### config.mk
export PLATFORM = sky130hd
export DESIGN_NAME = mux_adc_scan_sequencer
export DESIGN_NICKNAME = d
export VERILOG_FILES = /design/src/rtl/masseq_pkg.sv /design/src/rtl/mux_adc_scan_sequencer.sv
export SDC_FILE = /design/constraint.sdc
export NUM_CORES = 1
export LEC_CHECK = 0
export BUFFER_PORTS_ARGS = -buffer_cell sky130_fd_sc_hd__buf_2
export CAP_MARGIN = 20
export CELL_PAD_IN_SITES_DETAIL_PLACEMENT = 0
export CELL_PAD_IN_SITES_GLOBAL_PLACEMENT = 1
export CORE_MARGIN = 2
export CORE_UTILIZATION = 45
export DETAILED_ROUTE_END_ITERATION = 16
export GPL_TIMING_DRIVEN = 0
export MAX_ROUTING_LAYER = met4
export PLACE_DENSITY_LB_ADDON = 0.1
export SETUP_SLACK_MARGIN = 0.2
export SLEW_MARGIN = 20
export SYNTH_ARGS = -nofsm -noshare
export SYNTH_HDL_FRONTEND = slang
export SYNTH_SLANG_ARGS = --single-unit
export TNS_END_PERCENT = 10
### constraint.sdc
create_clock -name clk -period 4.35 [get_ports clk]
set_input_delay 0.87 -clock clk [delete_from_list [all_inputs] [get_ports clk]]
set_output_delay 0.87 -clock clk [all_outputs]
set_load 0.005 [all_outputs]
### src/rtl/masseq_pkg.sv
`timescale 1ns / 1ps
// Shared types and constants for the mux ADC scan sequencer.
package masseq_pkg;

    localparam int NUM_BOARDS   = 8;
    localparam int NUM_CHANNELS = 16;

    localparam int TICK_W   = 32;
    localparam int THR_W    = 16;
    localparam int MASK_W   = 8;
    localparam int CHV_W    = 64;
    localparam int CFG_W    = 64;
    localparam int CFG_IDX_W = 3;
    localparam int ACT_W    = 2;
    localparam int BRD_W    = 3;
    localparam int CH_W     = 4;
    localparam int BCNT_W   = $clog2(NUM_BOARDS + 1);

    typedef enum logic [CFG_IDX_W-1:0] {
        REG_SETTLE   = 3'd0,
        REG_CONVERT  = 3'd1,
        REG_BRD_MASK = 3'd2,
        REG_CHV_LO   = 3'd3,
        REG_CHV_HI   = 3'd4
    } cfg_reg_t;

    typedef enum logic [ACT_W-1:0] {
        ACT_STROBE  = 2'd0,
        ACT_TRIGGER = 2'd1,
        ACT_READ    = 2'd2
    } action_t;

    typedef enum logic [5:0] {
        PH_IDLE    = 6'b000001,
        PH_SWITCH  = 6'b000010,
        PH_SETTLE  = 6'b000100,
        PH_TRIGGER = 6'b001000,
        PH_CONVERT = 6'b010000,
        PH_READ    = 6'b100000
    } phase_t;

    typedef enum logic [3:0] {
        C_IDLE   = 4'b0001,
        C_CALC   = 4'b0010,
        C_DECIDE = 4'b0100,
        C_SCAN   = 4'b1000
    } ctl_t;

endpackage

### src/rtl/mux_adc_scan_sequencer.sv
`timescale 1ns / 1ps
// Mux ADC scan sequencer: phase control, board scan and result register.
//
// Each input transaction (in_valid, in_stall, now_ticks) is one scheduler call.
// The block answers with zero or more result transactions (out_valid,
// out_stall, action, board, channel, last); last marks the final one of a call.
// Phases per channel: mux strobe, settle wait, trigger, convert wait, read.
// The elapsed time (now_ticks minus phase start, modulo 2^32) is formed by one
// shared subtractor and checked by one shared compare against the selected
// threshold; a small sequencer then steps a board counter, one board a cycle
// unless a read waits for a result held by out_stall. A strobe or trigger is
// registered in the decide state, once the output register is free, after the
// elapsed time is formed; a read call emits one read result per enabled board
// and channel, then a last mux strobe for the next channel, and ends there.
// in_stall stays high while a call is in work. A finished result sits in an
// output register, so the next call is accepted while that result waits.
// Configuration writes (cfg_valid, cfg_ready, cfg_index, cfg_data) are taken
// in every cycle; indexes above 4 are ignored.
// Reset: phase idle, channel 0, phase start 0, settle 15, convert 9, masks 0,
// no result pending.
module mux_adc_scan_sequencer (
    input  logic                              clk,
    input  logic                              rst_n,
    input  logic                              in_valid,
    output logic                              in_stall,
    input  logic [masseq_pkg::TICK_W-1:0]     now_ticks,
    output logic                              out_valid,
    input  logic                              out_stall,
    output logic [masseq_pkg::ACT_W-1:0]      action,
    output logic [masseq_pkg::BRD_W-1:0]      board,
    output logic [masseq_pkg::CH_W-1:0]       channel,
    output logic                              last,
    input  logic                              cfg_valid,
    output logic                              cfg_ready,
    input  logic [masseq_pkg::CFG_IDX_W-1:0]  cfg_index,
    input  logic [masseq_pkg::CFG_W-1:0]      cfg_data
);
    import masseq_pkg::*;

    logic [THR_W-1:0]  settle_reg;
    logic [THR_W-1:0]  convert_reg;
    logic [MASK_W-1:0] brd_mask_reg;
    logic [CHV_W-1:0]  chv_lo_reg;
    logic [CHV_W-1:0]  chv_hi_reg;

    ctl_t              ctl_reg, ctl_next;
    phase_t            phase_reg, phase_next;
    logic [CH_W-1:0]   chan_reg, chan_next;
    logic [TICK_W-1:0] start_reg, start_next;
    logic [BCNT_W-1:0] bidx_reg, bidx_next;
    logic [TICK_W-1:0] now_reg;
    logic [TICK_W-1:0] elapsed_reg;

    logic              out_valid_reg, out_valid_next;
    action_t           act_reg, act_next;
    logic [BRD_W-1:0]  brd_reg, brd_next;
    logic [CH_W-1:0]   och_reg, och_next;
    logic              last_reg, last_next;

    logic              out_free;
    logic [THR_W-1:0]  thr;
    logic              over;
    logic [CH_W-1:0]   chan_adv;
    logic              hit;
    logic [2*CHV_W-1:0] chv_all;
    logic              scan_done;

    assign cfg_ready = 1'b1;
    assign in_stall  = (ctl_reg != C_IDLE);
    assign out_valid = out_valid_reg;
    assign action    = act_reg;
    assign board     = brd_reg;
    assign channel   = och_reg;
    assign last      = last_reg;

    assign out_free  = !out_valid_reg || !out_stall;
    assign thr       = (phase_reg == PH_SETTLE) ? settle_reg : convert_reg;
    assign over      = elapsed_reg > {{(TICK_W-THR_W){1'b0}}, thr};
    assign chan_adv  = (chan_reg >= CH_W'(NUM_CHANNELS - 1)) ? '0 : chan_reg + 1'b1;
    assign chv_all   = {chv_hi_reg, chv_lo_reg};
    assign hit       = brd_mask_reg[bidx_reg[BRD_W-1:0]]
                       && chv_all[{bidx_reg[BRD_W-1:0], chan_reg}];
    assign scan_done = (bidx_reg == BCNT_W'(NUM_BOARDS));

    always_comb
    begin
        ctl_next       = ctl_reg;
        phase_next     = phase_reg;
        chan_next      = chan_reg;
        start_next     = start_reg;
        bidx_next      = bidx_reg;
        out_valid_next = out_valid_reg && out_stall;
        act_next       = act_reg;
        brd_next       = brd_reg;
        och_next       = och_reg;
        last_next      = last_reg;

        unique case (ctl_reg)
            C_IDLE:
            begin
                if (in_valid)
                begin
                    ctl_next = C_CALC;
                end
            end
            C_CALC:
            begin
                ctl_next = C_DECIDE;
            end
            C_DECIDE:
            begin
                unique case (phase_reg)
                    PH_SWITCH:
                    begin
                        if (out_free)
                        begin
                            out_valid_next = 1'b1;
                            act_next       = ACT_STROBE;
                            brd_next       = '0;
                            och_next       = chan_reg;
                            last_next      = 1'b1;
                            start_next     = now_reg;
                            phase_next     = PH_SETTLE;
                            ctl_next       = C_IDLE;
                        end
                    end
                    PH_SETTLE:
                    begin
                        if (over)
                        begin
                            phase_next = PH_TRIGGER;
                        end
                        ctl_next = C_IDLE;
                    end
                    PH_TRIGGER:
                    begin
                        if (out_free)
                        begin
                            out_valid_next = 1'b1;
                            act_next       = ACT_TRIGGER;
                            brd_next       = '0;
                            och_next       = chan_reg;
                            last_next      = 1'b1;
                            start_next     = now_reg;
                            phase_next     = PH_CONVERT;
                            ctl_next       = C_IDLE;
                        end
                    end
                    PH_CONVERT:
                    begin
                        if (over)
                        begin
                            phase_next = PH_READ;
                        end
                        ctl_next = C_IDLE;
                    end
                    PH_READ:
                    begin
                        bidx_next = '0;
                        ctl_next  = C_SCAN;
                    end
                    default:
                    begin
                        phase_next = PH_SWITCH;
                        ctl_next   = C_IDLE;
                    end
                endcase
            end
            C_SCAN:
            begin
                if (scan_done)
                begin
                    if (out_free)
                    begin
                        out_valid_next = 1'b1;
                        act_next       = ACT_STROBE;
                        brd_next       = '0;
                        och_next       = chan_adv;
                        last_next      = 1'b1;
                        chan_next      = chan_adv;
                        start_next     = now_reg;
                        phase_next     = PH_SETTLE;
                        ctl_next       = C_IDLE;
                    end
                end
                else if (hit)
                begin
                    if (out_free)
                    begin
                        out_valid_next = 1'b1;
                        act_next       = ACT_READ;
                        brd_next       = bidx_reg[BRD_W-1:0];
                        och_next       = chan_reg;
                        last_next      = 1'b0;
                        bidx_next      = bidx_reg + 1'b1;
                    end
                end
                else
                begin
                    bidx_next = bidx_reg + 1'b1;
                end
            end
            default:
            begin
                ctl_next = C_IDLE;
            end
        endcase
    end

    always_ff @(posedge clk or negedge rst_n)
    begin
        if (!rst_n)
        begin
            ctl_reg       <= C_IDLE;
            phase_reg     <= PH_IDLE;
            chan_reg      <= '0;
            start_reg     <= '0;
            bidx_reg      <= '0;
            out_valid_reg <= 1'b0;
            settle_reg    <= THR_W'(15);
            convert_reg   <= THR_W'(9);
            brd_mask_reg  <= '0;
            chv_lo_reg    <= '0;
            chv_hi_reg    <= '0;
        end
        else
        begin
            ctl_reg       <= ctl_next;
            phase_reg     <= phase_next;
            chan_reg      <= chan_next;
            start_reg     <= start_next;
            bidx_reg      <= bidx_next;
            out_valid_reg <= out_valid_next;
            if (cfg_valid && cfg_ready)
            begin
                unique case (cfg_index)
                    REG_SETTLE:   settle_reg   <= cfg_data[THR_W-1:0];
                    REG_CONVERT:  convert_reg  <= cfg_data[THR_W-1:0];
                    REG_BRD_MASK: brd_mask_reg <= cfg_data[MASK_W-1:0];
                    REG_CHV_LO:   chv_lo_reg   <= cfg_data[CHV_W-1:0];
                    REG_CHV_HI:   chv_hi_reg   <= cfg_data[CHV_W-1:0];
                    default:      ;
                endcase
            end
        end
    end

    always_ff @(posedge clk)
    begin
        if (in_valid && !in_stall)
        begin
            now_reg <= now_ticks;
        end
        if (ctl_reg == C_CALC)
        begin
            elapsed_reg <= now_reg - start_reg;
        end
        act_reg  <= act_next;
        brd_reg  <= brd_next;
        och_reg  <= och_next;
        last_reg <= last_next;
    end

`ifndef ASSERT_OFF
    a_scan_in_read: assert property (@(posedge clk) disable iff (!rst_n)
        ctl_reg == C_SCAN |-> phase_reg == PH_READ)
        else $error("board scan outside read phase");

    a_scan_end: assert property (@(posedge clk) disable iff (!rst_n)
        (ctl_reg == C_SCAN && scan_done && out_free)
        |=> (phase_reg == PH_SETTLE && ctl_reg == C_IDLE && out_valid && last))
        else $error("read call did not close with a last mux strobe");

    a_read_fitted: assert property (@(posedge clk) disable iff (!rst_n)
        (out_valid && action == ACT_READ) |-> (brd_mask_reg[board] && !last))
        else $error("read issued to an unfitted board or marked last");

    a_busy_pending: assert property (@(posedge clk) disable iff (!rst_n)
        (ctl_reg == C_SCAN) |-> in_stall)
        else $error("input taken during board scan");
`endif

endmodule

; ---- After elaboration in Yosys (flattened, before gate mapping)
; Cells that the tools add are included.
; W data, S select, Z words.
[totals]
register_bits = 293
latch_bits = 0
mem_bits_rw = 0
rom_bits = 0
inputBits = 104
n_memories = 0
[op_classes]
add_sub_neg = 3
n_mul = 0
div_mod_pow = 0
order_cmp = 4
eq_ne = 29
shifts = 0
mux = 57
bitwise_logic = 0
n_reduce_logical = 23
[op_table]
columns = operator, count
row1 = $mux W32, 3
row2 = $pmux W32 S2, 1
row3 = $mux W4, 13
row4 = $gt A32 B16 Y1, 1
row5 = $sub A32 B32 Y32, 1
row6 = $mux W6, 5
row7 = $pmux W6 S5, 1
row8 = $pmux W4 S2, 3
row9 = $ne A3 B3 Y1 const B, 7
row10 = $mux W16, 1
row11 = $pmux W4 S4, 1
row12 = $mux W3, 5
row13 = $pmux W6 S2, 1
row14 = $reduce_and A2 Y1, 6
row15 = $reduce_and A4 Y1, 3
row16 = $mux W1, 11
row17 = $mux W2, 5
row18 = $ne A2 B2 Y1 const B, 5
row19 = $add A4 B1 Y4 const B, 2
row20 = $eq A4 B4 Y1 const B, 2
row21 = $lt A7 B8 Y1 const B, 1
row22 = $pmux W2 S2, 2
row23 = $bmux W1 S7, 1
row24 = $eq A3 B2 Y1 const B, 2
row25 = other kinds (27), 33

; ---- Logic depth before layout (Yosys ltp)
; Gate-level depths: netlist (run 1).
[depth]
depth_word = 6
ltp_mapped = 17
mapped_depth_nobuf = 16

; ---- Least setup slack after synthesis (run 1)
; No wires, ideal clock.
[synth_timing]
path_type = flip-flop to flip-flop
start = register ctl_reg[1]
end = register elapsed_reg[0] (enable)
setup_ns = 0.516
arrival_ns = 3.965
required_time_ns = 3.834
setup_slack_ns = -0.130
stages_incl_launch_ff = 3
n_path_buf = 1
path_cell_list = dfrtp_1 > clkbuf_1 > nor4b_1
[synth_via]
elab_chain_len = 1
[synth_lines]
columns = item, line_no
row1 = from (decl), mux_adc_scan_sequencer.sv:46  ; ctl_t ctl_reg, ctl_next;
row2 = from (signal assigned), mux_adc_scan_sequencer.sv:228  ; ctl_reg <= ctl_next;
row3 = $eq A4 B2 Y1, mux_adc_scan_sequencer.sv:254  ; if (ctl_reg == C_CALC)
row4 = to (signal assigned), mux_adc_scan_sequencer.sv:256  ; elapsed_reg <= now_reg - start_reg;
row5 = to (decl), mux_adc_scan_sequencer.sv:52  ; logic [TICK_W-1:0] elapsed_reg;
; Every way passes these cells.
; A chain may end at the register's enable or synchronous reset.

; ---- Worst setup path after layout (run 1)
[layout_timing]
start = register phase_reg[0]
end = register phase_reg[3]
[layout_via]
elab_chain_len = 5
word_cells_on_any_way = 14
[layout_lines]
columns = item, line_no
row1 = from (decl), mux_adc_scan_sequencer.sv:47  ; phase_t phase_reg, phase_next;
row2 = from (signal assigned), mux_adc_scan_sequencer.sv:229  ; phase_reg <= phase_next;
row3 = $eq A6 B3 Y1, "mux_adc_scan_sequencer.sv:77, mux_adc_scan_sequencer.sv:112"
row4 = $mux W16, mux_adc_scan_sequencer.sv:77  ; assign thr = (phase_reg == PH_SETTLE) ? settle_reg : convert_reg;
row5 = $gt A32 B16 Y1, mux_adc_scan_sequencer.sv:78  ; assign over = elapsed_reg > {{(TICK_W-THR_W){1'b0}}, thr};
row6 = $ne A3 B3 Y1 (no line), --
row7 = $reduce_and A6 Y1 (no line), --
; Several ways; a longest one is shown, not always the timed one.

==> results of run 1 <==
per-stage QoR:
| step | instances | hold slack, ns | instance area, um^2 |
|---|---|---|---|
| 3_5_place_dp | 1571 | 0.4849 | 15460 |
| 3_3_place_gp | 1563 | 0.4679 | 15300 |
| 2_1_floorplan | 1048 | 0.4563 | 14230 |
| 4_1_cts | 1630 | 0.1137 | 16550 |
| 6_report | 1635 | 0.1303 | 16570 |
| 5_1_grt | 1635 | 0.1119 | 16570 |
timing repair:
item	in CTS	in global routing
resized for setup	1	1
hold buffers	0	0
setup buffers	0	0
endpoints found under the setup margin	5	5
pin swaps	0	0
gates cloned	0	0
cells in the final DEF, fill, tap and decap left out, types with 4 or more instances in the layout:
cell type  count
nand2_1       44
nand2b_1       6
clkbuf_16     39
a21oi_1       38
buf_2        120
buf_4          4
diode_2        5
inv_1         51
nor2b_1       13
o22ai_1        4
clkbuf_8       4
and2_1         8
ha_1          50
mux2_2       205
dfstp_2        8
nand3_1       19
a31oi_1        4
xor2_1         9
nor4_1         6
nor3_1         7
mux2i_1       24
mux4_2        29
o21a_1         9
a21o_1        12
a32o_1         4
dfrtp_1      211
nor2_1        40
mux4_1         8
clkbuf_1      43
edfxtp_1      74
o21ai_0       33
xnor2_1       20
nand4_1        6
critical path: stages, from the launching register on:
cell and delay, ns:
dfstp_2 0.55, nor2_1 0.08, nand4b_1 0.09, clkbuf_1 0.43, clkbuf_2 0.43, nand2_1 0.09, nand2_1 0.09, ha_1 0.14
nor2b_1 0.04, o21a_1 0.16, o21a_1 0.16, o21a_1 0.16, o21a_1 0.15, o21ai_0 0.17, and4b_1 0.21, o21ai_1 0.18
and2_1 0.29, a32o_1 0.28
cells by family (layout without fill, tap and decap cells):
group / Yosys count / in the layout / share of synthesized area (%)
multiplexers: 266 / 266 / 23.99
flip-flops: 293 / 293 / 54.23
XOR/XNOR: 29 / 29 / 1.786
other: 1 / 6 / 0.02637
buffers and inverters: 94 / 274 / 2.789
AND/OR/NAND/NOR: 173 / 173 / 6.150
AO/OA/AOI/OAI: 141 / 141 / 6.493
adder cells (fa/ha/maj): 51 / 51 / 4.539
metal layers:
layer,routed length (um),track usage (%)
met1,13080,24.40
met2,14390,31.33
met3,1428,3.971
met4,524,4.423
met5,0,-
worst max path at each step:
stage,start,to,cells after the start
after floorplan,phase_reg[0],phase_reg[4],17
after global placement,rst_n,start_reg[25],1
after detailed placement,phase_reg[0],phase_reg[3],13
after CTS,phase_reg[0],phase_reg[3],13
after global routing,phase_reg[0],phase_reg[5],17
final,phase_reg[0],phase_reg[3],17
cell type report:
cell class / instances / area, um^2
multi-input cells: 661 / 6141
well taps: 402 / 503.0
flip-flops and latches: 293 / 7712
fillers: 2709 / 14750
plain buffers: 43 / 206.4
clock buffers: 57 / 1084
inverters: 51 / 191.4
clock inverters: 2 / 10.01
repair buffers: 121 / 705.7
diodes: 5 / 12.51
power by group through the flow:
stage	clock network (mW)	logic (mW)	registers, mW
global route	2.99	3.18	4.00
floorplan	0	2.19	3.87
CTS	2.86	2.85	3.92
detailed placement	0	2.83	3.97
global placement	0	2.77	3.95
finish	2.78	2.80	3.91
==> flow_metrics.py, run 1 <==
metrics = {
    "power_and_ir_drop": {
        "power_frac_comb_pct": 29.5,
        "power_density_mw_per_mm2": 572.7,
        "power.leakage_nw": 7.021,
        "peakVddDrop_mv": 0.3292,
        "switching_power_mw": 2.777,
        "p_int_mw": 6.710,
        "power.total_mw": 9.487,
        "switching_share_pct": 29.28,
        "pwr-share-seq_pct": 41.2,
        "power.share.clock_pct": 29.3,
    },
    "detailed_routing": {
        "first_pass_iters": 4,
        "drc": 0,
        "vias": 8656,
        "routedWlPerCell_um": 17.99,
        "avgViaCountPerCell": 5.294,
        "antenna_left": 0,
        "wirelength_mm": 29.42,
        "drt_iter0_drc": 348,
    },
    "yosys": {
        "yosys.area.top_type": "dfrtp_1",
        "yosys.cell_types.count": 71,
        "synth_edf_count": 74,
        "synth_ff_type": "dfrtp_1",
        "synth_nets": 1203,
        "ys_seq_area_share_pct": 54.23,
        "syn_inst": 1048,
        "synth_top_area_share_pct": 37.13,
        "synth_area_per_cell_um2": 13.57,
        "async_flop_share_pct": 74.74,
        "yosysWarningCount": 0,
        "synth_common_cells": "211 x dfrtp_1, 205 x mux2_2, 74 x edfxtp_1, 51 x inv_1, 50 x ha_1",
        "synth_most_common_cell": "dfrtp_1",
        "synth_area_leaders": "dfrtp_1 37%, mux2_2 16%, edfxtp_1 16%",
        "syn_area_mm2": 0.01422,
        "ys_seq_elements": 293,
    },
    "critical_path": {
        "r2r_end": "phase_reg[3]",
        "r2r_setup_slack_ns": 0.52,
        "crit_required_ns": 4.74,
        "rr_startpoint": "phase_reg[0]",
        "cp-end-kind": "flop",
        "path_class": "flop to flop",
        "reg2reg_depth": 17,
        "cp.arrival_ns": 4.22,
        "worst-path-max-fanout": 10,
        "cp-start-kind": "flop",
    },
    "clock_tree": {
        "clockBufferDepth": 3,
        "cts_tree": "yes",
        "htreeDepth": 2,
        "cts.sinks": 293,
        "cts-buffers-inserted": 35,
        "clkTransAtPathRegs_ns": 0.06,
        "clk_latency_ns": 0.51,
        "cts_root_buf": "clkbuf_16",
    },
    "die": {
        "rows": 65,
        "die_x_um": 181.8,
        "start_util_pct": 45.42,
        "coreArea_mm2": 0.03131,
        "die-area_mm2": 0.03304,
        "die_h_um": 181.8,
        "io_pins": 117,
    },
    "global_routing": {
        "grt_pass1_wl_mm": 48.03,
        "grt_util_all_layers_pct": 19.05,
        "antenna_found_initial": 5,
        "grt_pass1_vias": 8907,
        "grt_remaining_overflow": 0,
        "grt_max_degree": 91,
    },
    "timing": {
        "fin_tns_setup_ns": 0,
        "clock.fmax_ghz": 0.2609,
        "finalCritPeriodShare_pct": 88.10,
        "tightest_slew_ns": 0.9940,
        "setup_ws_ns": 0.5174,
        "relSlewSlack_pct": 33.59,
        "setup_viol_count_final": 0,
        "rsz0062_at_grt": "false",
        "drv_slew": 0,
        "hold_viol": 0,
        "skew_ns": 0.01341,
        "period_needed_ns": 3.833,
    },
    "hold_path": {
        "hp-class": "input port to asynchronous set/reset pin",
    },
    "placement": {
        "place_hpwl_mm": 21.48,
        "pre_cts_ws_ns": 0.06487,
        "routabilityCongestion": 0.8017,
        "io_buffers": 113,
    },
    "job": {
        "max_cap_viol_count": 0,
    },
    "finish": {
        "nNetsFinal": 1361,
        "utilization_pct": 52.91,
        "syn2layout_area_growth_pct": 16.48,
        "layout-drive-gt1-share_pct": 35.02,
    },
    "status": {
        "status": "completed",
    },
}
Power figures use the tool's default switching activity.
==> inputs of run 2 (changes only) <==
Settings changed: PLACE_DENSITY from default to 0.8, PLACE_DENSITY_LB_ADDON 0.1 to default.
==> flow_metrics.py, run 2 (synthesis results as in run 1) <==
metrics = {
    "power_and_ir_drop": {
        "power_density_mw_per_mm2": 576.1,
        "power.leakage_nw": 7.027,
        "power.total_mw": 9.549,
        "peakVddDrop_mv": 0.4661,
    },
    "detailed_routing": {
        "first_pass_iters": 5,
        "avgViaCountPerCell": 5.403,
        "drc": 0,
        "routedWlPerCell_um": 17.96,
        "wirelength_mm": 29.46,
        "antenna_left": 0,
        "drt_iter0_drc": 487,
        "vias": 8861,
    },
    "hold_path": {
        "hp-class": "input port to asynchronous set/reset pin",
    },
    "finish": {
        "layout-drive-gt1-share_pct": 35.53,
        "syn2layout_area_growth_pct": 16.55,
        "nNetsFinal": 1360,
        "final_common_cell": "dfrtp_1",
        "final_cell_mix": "211 x dfrtp_1, 205 x mux2_2, 120 x buf_2, 74 x edfxtp_1, 51 x inv_1",
        "final_area_mm2": 0.01658,
    },
    "critical_path": {
        "cp.arrival_ns": 4.19,
        "crit_required_ns": 4.73,
        "rr_startpoint": "phase_reg[0]",
        "cp-end-kind": "flop",
        "cp-start-kind": "flop",
        "r2r_setup_slack_ns": 0.54,
        "worst-path-max-fanout": 10,
        "path_class": "flop to flop",
        "r2r_end": "phase_reg[3]",
        "reg2reg_depth": 17,
    },
    "placement": {
        "routabilityCongestion": 0.8476,
        "pre_cts_ws_ns": 0.05817,
        "io_buffers": 113,
        "placed_area_mm2": 0.01544,
        "place_hpwl_mm": 21.35,
    },
    "clock_tree": {
        "cts_root_buf": "clkbuf_16",
        "cts_resized": 1,
        "holdBufCountCts": 0,
        "clk_latency_ns": 0.50,
        "cts-buffers-inserted": 35,
        "clkTransAtPathRegs_ns": 0.06,
        "cts_tree": "yes",
        "cts_setup_buffers": 0,
        "htreeDepth": 2,
        "clockBufferDepth": 3,
        "cts.sinks": 293,
    },
    "die": {
        "coreArea_mm2": 0.03131,
        "die-area_mm2": 0.03304,
        "start_util_pct": 45.42,
        "die_x_um": 181.8,
        "io_pins": 117,
        "die_h_um": 181.8,
        "rows": 65,
    },
    "global_routing": {
        "grt_util_all_layers_pct": 18.74,
        "grt_pass1_vias": 9030,
        "grt_max_degree": 93,
        "antenna_found_initial": 7,
        "grt_pass1_wl_mm": 47.84,
        "grt_remaining_overflow": 0,
    },
    "timing": {
        "clock.fmax_ghz": 0.2627,
        "fin_hold_ws_ns": 0.2488,
        "finalCritPeriodShare_pct": 87.52,
        "drv_slew": 0,
        "rsz0062_at_grt": "false",
        "setup_ws_ns": 0.5428,
        "fin_tns_setup_ns": 0,
        "skew_ns": 0.02029,
        "setup_viol_count_final": 0,
        "relSlewSlack_pct": 23.21,
        "hold_viol": 0,
        "period_needed_ns": 3.807,
        "tightest_slew_ns": 1.149,
    },
    "status": {
        "status": "completed",
    },
    "job": {
        "max_cap_viol_count": 0,
    },
}
## run 2: changes by cell type in the layout (fill, tap and decap cells not counted), moves of 2 or more
cell,delta
clkinv_2,+4
buf_6,+2
clkbuf_1,-5
clkbuf_8,+3
buf_4,-2
clkbuf_16,-3
diode_2,+3
## run 2: layer usage
metal | up-vias | GRT usage, % | share of wire, % | routed length [um]
met5 | - | - | 0 | 0
met4 | 0 | 4.520 | 1.9 | 569
met3 | 43 | 3.871 | 4.6 | 1355
met2 | 151 | 30.15 | 48 | 14170
met1 | 4455 | 24.56 | 45 | 13370
li1 | 4212 | - | - | -
## run 2: layout make-up
class / count / area, um^2
flip-flops and latches: 293 / 7712
clock inverters: 10 / 85.08
clock buffers: 52 / 1031
well taps: 402 / 503.0
multi-input cells: 661 / 6141
inverters: 51 / 191.4
plain buffers: 43 / 206.4
repair buffers: 120 / 685.7
fillers: 2631 / 14740
diodes: 8 / 20.02
## run 2: where the power goes
part | internal [mW] | switching, mW | leakage [nW]
clock network | 1.70 | 1.11 | 0.551
registers | 3.61 | 0.310 | 3.40
logic | 1.41 | 1.41 | 3.07
## run 2: worst max path at each step
stage | from | end | slack [ns] | cells after the start
floorplan | phase_reg[0] | phase_reg[4] | 0.91 | 17
global placement | rst_n | chv_hi_reg[56] | -1.47 | 1
detailed placement | phase_reg[0] | phase_reg[3] | 0.06 | 13
CTS | phase_reg[0] | phase_reg[3] | 0.34 | 13
global route | phase_reg[0] | phase_reg[3] | 0.24 | 17
finish | phase_reg[0] | phase_reg[3] | 0.54 | 17
## run 2: worst max-delay path, cell delays in order, from the launching register on
cell,delay (ns)
dfstp_2,0.55
nor2_1,0.08
nand4b_1,0.09
clkbuf_1,0.44
clkbuf_2,0.42
nand2_1,0.09
nand2_1,0.08
ha_1,0.13
nor2b_1,0.04
o21a_1,0.16
o21a_1,0.16
o21a_1,0.16
o21a_1,0.16
o21ai_0,0.19
and4b_1,0.23
o21ai_1,0.17
and2_1,0.28
a32o_1,0.27
## run 2: through the flow
step,util [%],cells
after floorplan,-,1048
after global placement,48.86,1563
after detailed placement,49.31,1570
after CTS,52.88,1632
after global routing,52.93,1639
final,52.94,1640
==> inputs of run 3 (changes only) <==
Settings changed: PLACE_DENSITY 0.8 to 0.72.
==> flow_metrics.py, run 3 (synthesis results as in run 1) <==
metrics = {
    "detailed_routing": {
        "routedWlPerCell_um": 17.97,
        "avgViaCountPerCell": 5.361,
        "wirelength_mm": 29.43,
        "first_pass_iters": 6,
        "drc": 0,
        "antenna_left": 0,
        "vias": 8781,
        "drt_iter0_drc": 380,
    },
    "timing": {
        "period_needed_ns": 3.808,
        "drv_slew": 0,
        "finalCritPeriodShare_pct": 87.55,
        "relSlewSlack_pct": 38.58,
        "clock.fmax_ghz": 0.2626,
        "skew_ns": 0.02514,
        "setup_ws_ns": 0.5416,
        "fin_hold_ws_ns": 0.2136,
        "hold_viol": 0,
        "setup_viol_count_final": 0,
        "rsz0062_at_grt": "false",
        "tightest_slew_ns": 0.9143,
    },
    "critical_path": {
        "cp-start-kind": "flop",
        "cp_slowest_stage_delay_ns": 0.55,
        "cp-end-kind": "flop",
        "crit_slowest_cell": "dfstp_2",
        "path_class": "flop to flop",
        "crit_required_ns": 4.73,
        "cp.arrival_ns": 4.19,
        "cp_common_cell": "o21a_1",
        "worst-path-max-fanout": 10,
        "crit_family": "compound AO/OA/AOI/OAI gates",
        "crit_chain": "nor2_1 -> nand4b_1 -> clkbuf_1 -> clkbuf_2 -> nand2_1 -> nand2_1 -> ha_1 -> nor2b_1 -> o21a_1 -> o21a_1 -> o21a_1 -> o21a_1 -> o21ai_0 -> and4b_1 -> o21ai_1 -> and2_1 -> a32o_1",
        "crit_buf_inv": 2,
    },
    "global_routing": {
        "grt_max_degree": 98,
        "grt_pass1_wl_mm": 48.00,
        "grt_remaining_overflow": 0,
        "antenna_found_initial": 6,
        "grt_pass1_vias": 8994,
        "grt_util_all_layers_pct": 18.82,
    },
    "power_and_ir_drop": {
        "peakVddDrop_mv": 0.4217,
        "switching_share_pct": 29.58,
        "power.total_mw": 9.606,
        "power.leakage_nw": 7.053,
        "power_frac_comb_pct": 29.2,
        "p_int_mw": 6.765,
        "power.share.clock_pct": 29.9,
        "switching_power_mw": 2.841,
        "pwr-share-seq_pct": 40.9,
        "power_density_mw_per_mm2": 578.2,
    },
    "status": {
        "status": "completed",
    },
    "clock_tree": {
        "htreeDepth": 2,
        "cts_tree": "yes",
        "clk_latency_ns": 0.52,
        "cts-buffers-inserted": 35,
        "cts_root_buf": "clkbuf_16",
        "clkTransAtPathRegs_ns": 0.05,
        "cts.sinks": 293,
        "cts_setup_buffers": 0,
        "clockBufferDepth": 3,
    },
    "finish": {
        "final_area_mm2": 0.01661,
        "layout-drive-gt1-share_pct": 35.69,
        "nNetsFinal": 1360,
        "final_cell_mix": "211 x dfrtp_1, 205 x mux2_2, 120 x buf_2, 74 x edfxtp_1, 51 x inv_1",
        "syn2layout_area_growth_pct": 16.82,
        "final_common_cell": "dfrtp_1",
        "final_cell_count_no_fill": 1638,
    },
    "job": {
        "max_cap_viol_count": 0,
    },
    "placement": {
        "dp.cells": 1570,
        "pre_cts_ws_ns": 0.1676,
        "place_hpwl_mm": 21.64,
        "io_buffers": 113,
        "placed_area_mm2": 0.01543,
        "routabilityCongestion": 0.8351,
    },
    "die": {
        "die-area_mm2": 0.03304,
        "rows": 65,
        "die_x_um": 181.8,
        "die_h_um": 181.8,
        "start_util_pct": 45.42,
        "io_pins": 117,
        "coreArea_mm2": 0.03131,
    },
    "hold_path": {
        "hp-class": "input port to asynchronous set/reset pin",
    },
}
==> run 3: routing by layer <==
| metal | share of wire [%] | GRT usage [%] |
|---|---|---|
| met5 | 0 | - |
| met4 | 1.5 | 3.935 |
| met1 | 46 | 25.01 |
| met3 | 5.1 | 3.710 |
| met2 | 48 | 30.28 |
==> run 3: path summary, 6_finish.rpt <==
kind / start / to / cells after the start / slack, ns
setup / recovery: phase_reg[0] / phase_reg[4] / 17 / 0.54
hold / removal: rst_n / chv_hi_reg[58] / 1 / 0.21
setup reg to reg: phase_reg[0] / phase_reg[4] / 17 / 0.54
hold reg to reg: chv_lo_reg[8] / chv_lo_reg[8] / 1 / 0.50
max in group asynchronous: rst_n / ctl_reg[0] / 2 / 3.35
min in group clk: chv_lo_reg[8] / chv_lo_reg[8] / 1 / 0.50
==> run 3: repair_timing <==
item                       in CTS  in global routing
setup endpoints to repair       3                  5
hold buffers                    0                  0
resized for setup               1                  1
==> run 3: area by class of cell <==
cell class / count / area, um^2
clock inverters: 9 / 60.06
inverters: 51 / 191.4
repair buffers: 120 / 681.9
multi-input cells: 661 / 6146
fillers: 2714 / 14700
clock buffers: 53 / 1099
plain buffers: 43 / 206.4
diodes: 6 / 15.01
flip-flops and latches: 293 / 7712
well taps: 402 / 503.0
==> run 3: worst reg2reg max path: cells and delay by family, from the launching register on <==
family,cells,cell delay [ns]
fa+ha+maj,1,0.14
simple gates,7,0.87
compound gates,7,1.25
buf+inv,2,0.89
flops,1,0.55
==> run 3: per-stage QoR <==
| stage | TNS (ns) | utilization [%] |
|---|---|---|
| after floorplan | 0 | - |
| after global placement | -321.57 | 48.86 |
| after detailed placement | 0 | 49.29 |
| after CTS | 0 | 53.00 |
| after global routing | 0 | 53.06 |
| final | 0 | 53.06 |
==> run 3: power by group through the flow <==
stage / Clock [mW] / Sequential, mW / Combinational, mW
2_1_floorplan: 0 / 3.87 / 2.19
3_3_place_gp: 0 / 3.96 / 2.74
3_5_place_dp: 0 / 3.98 / 2.83
4_1_cts: 2.94 / 3.93 / 2.85
5_1_grt: 3.06 / 4.01 / 3.17
6_report: 2.87 / 3.93 / 2.81
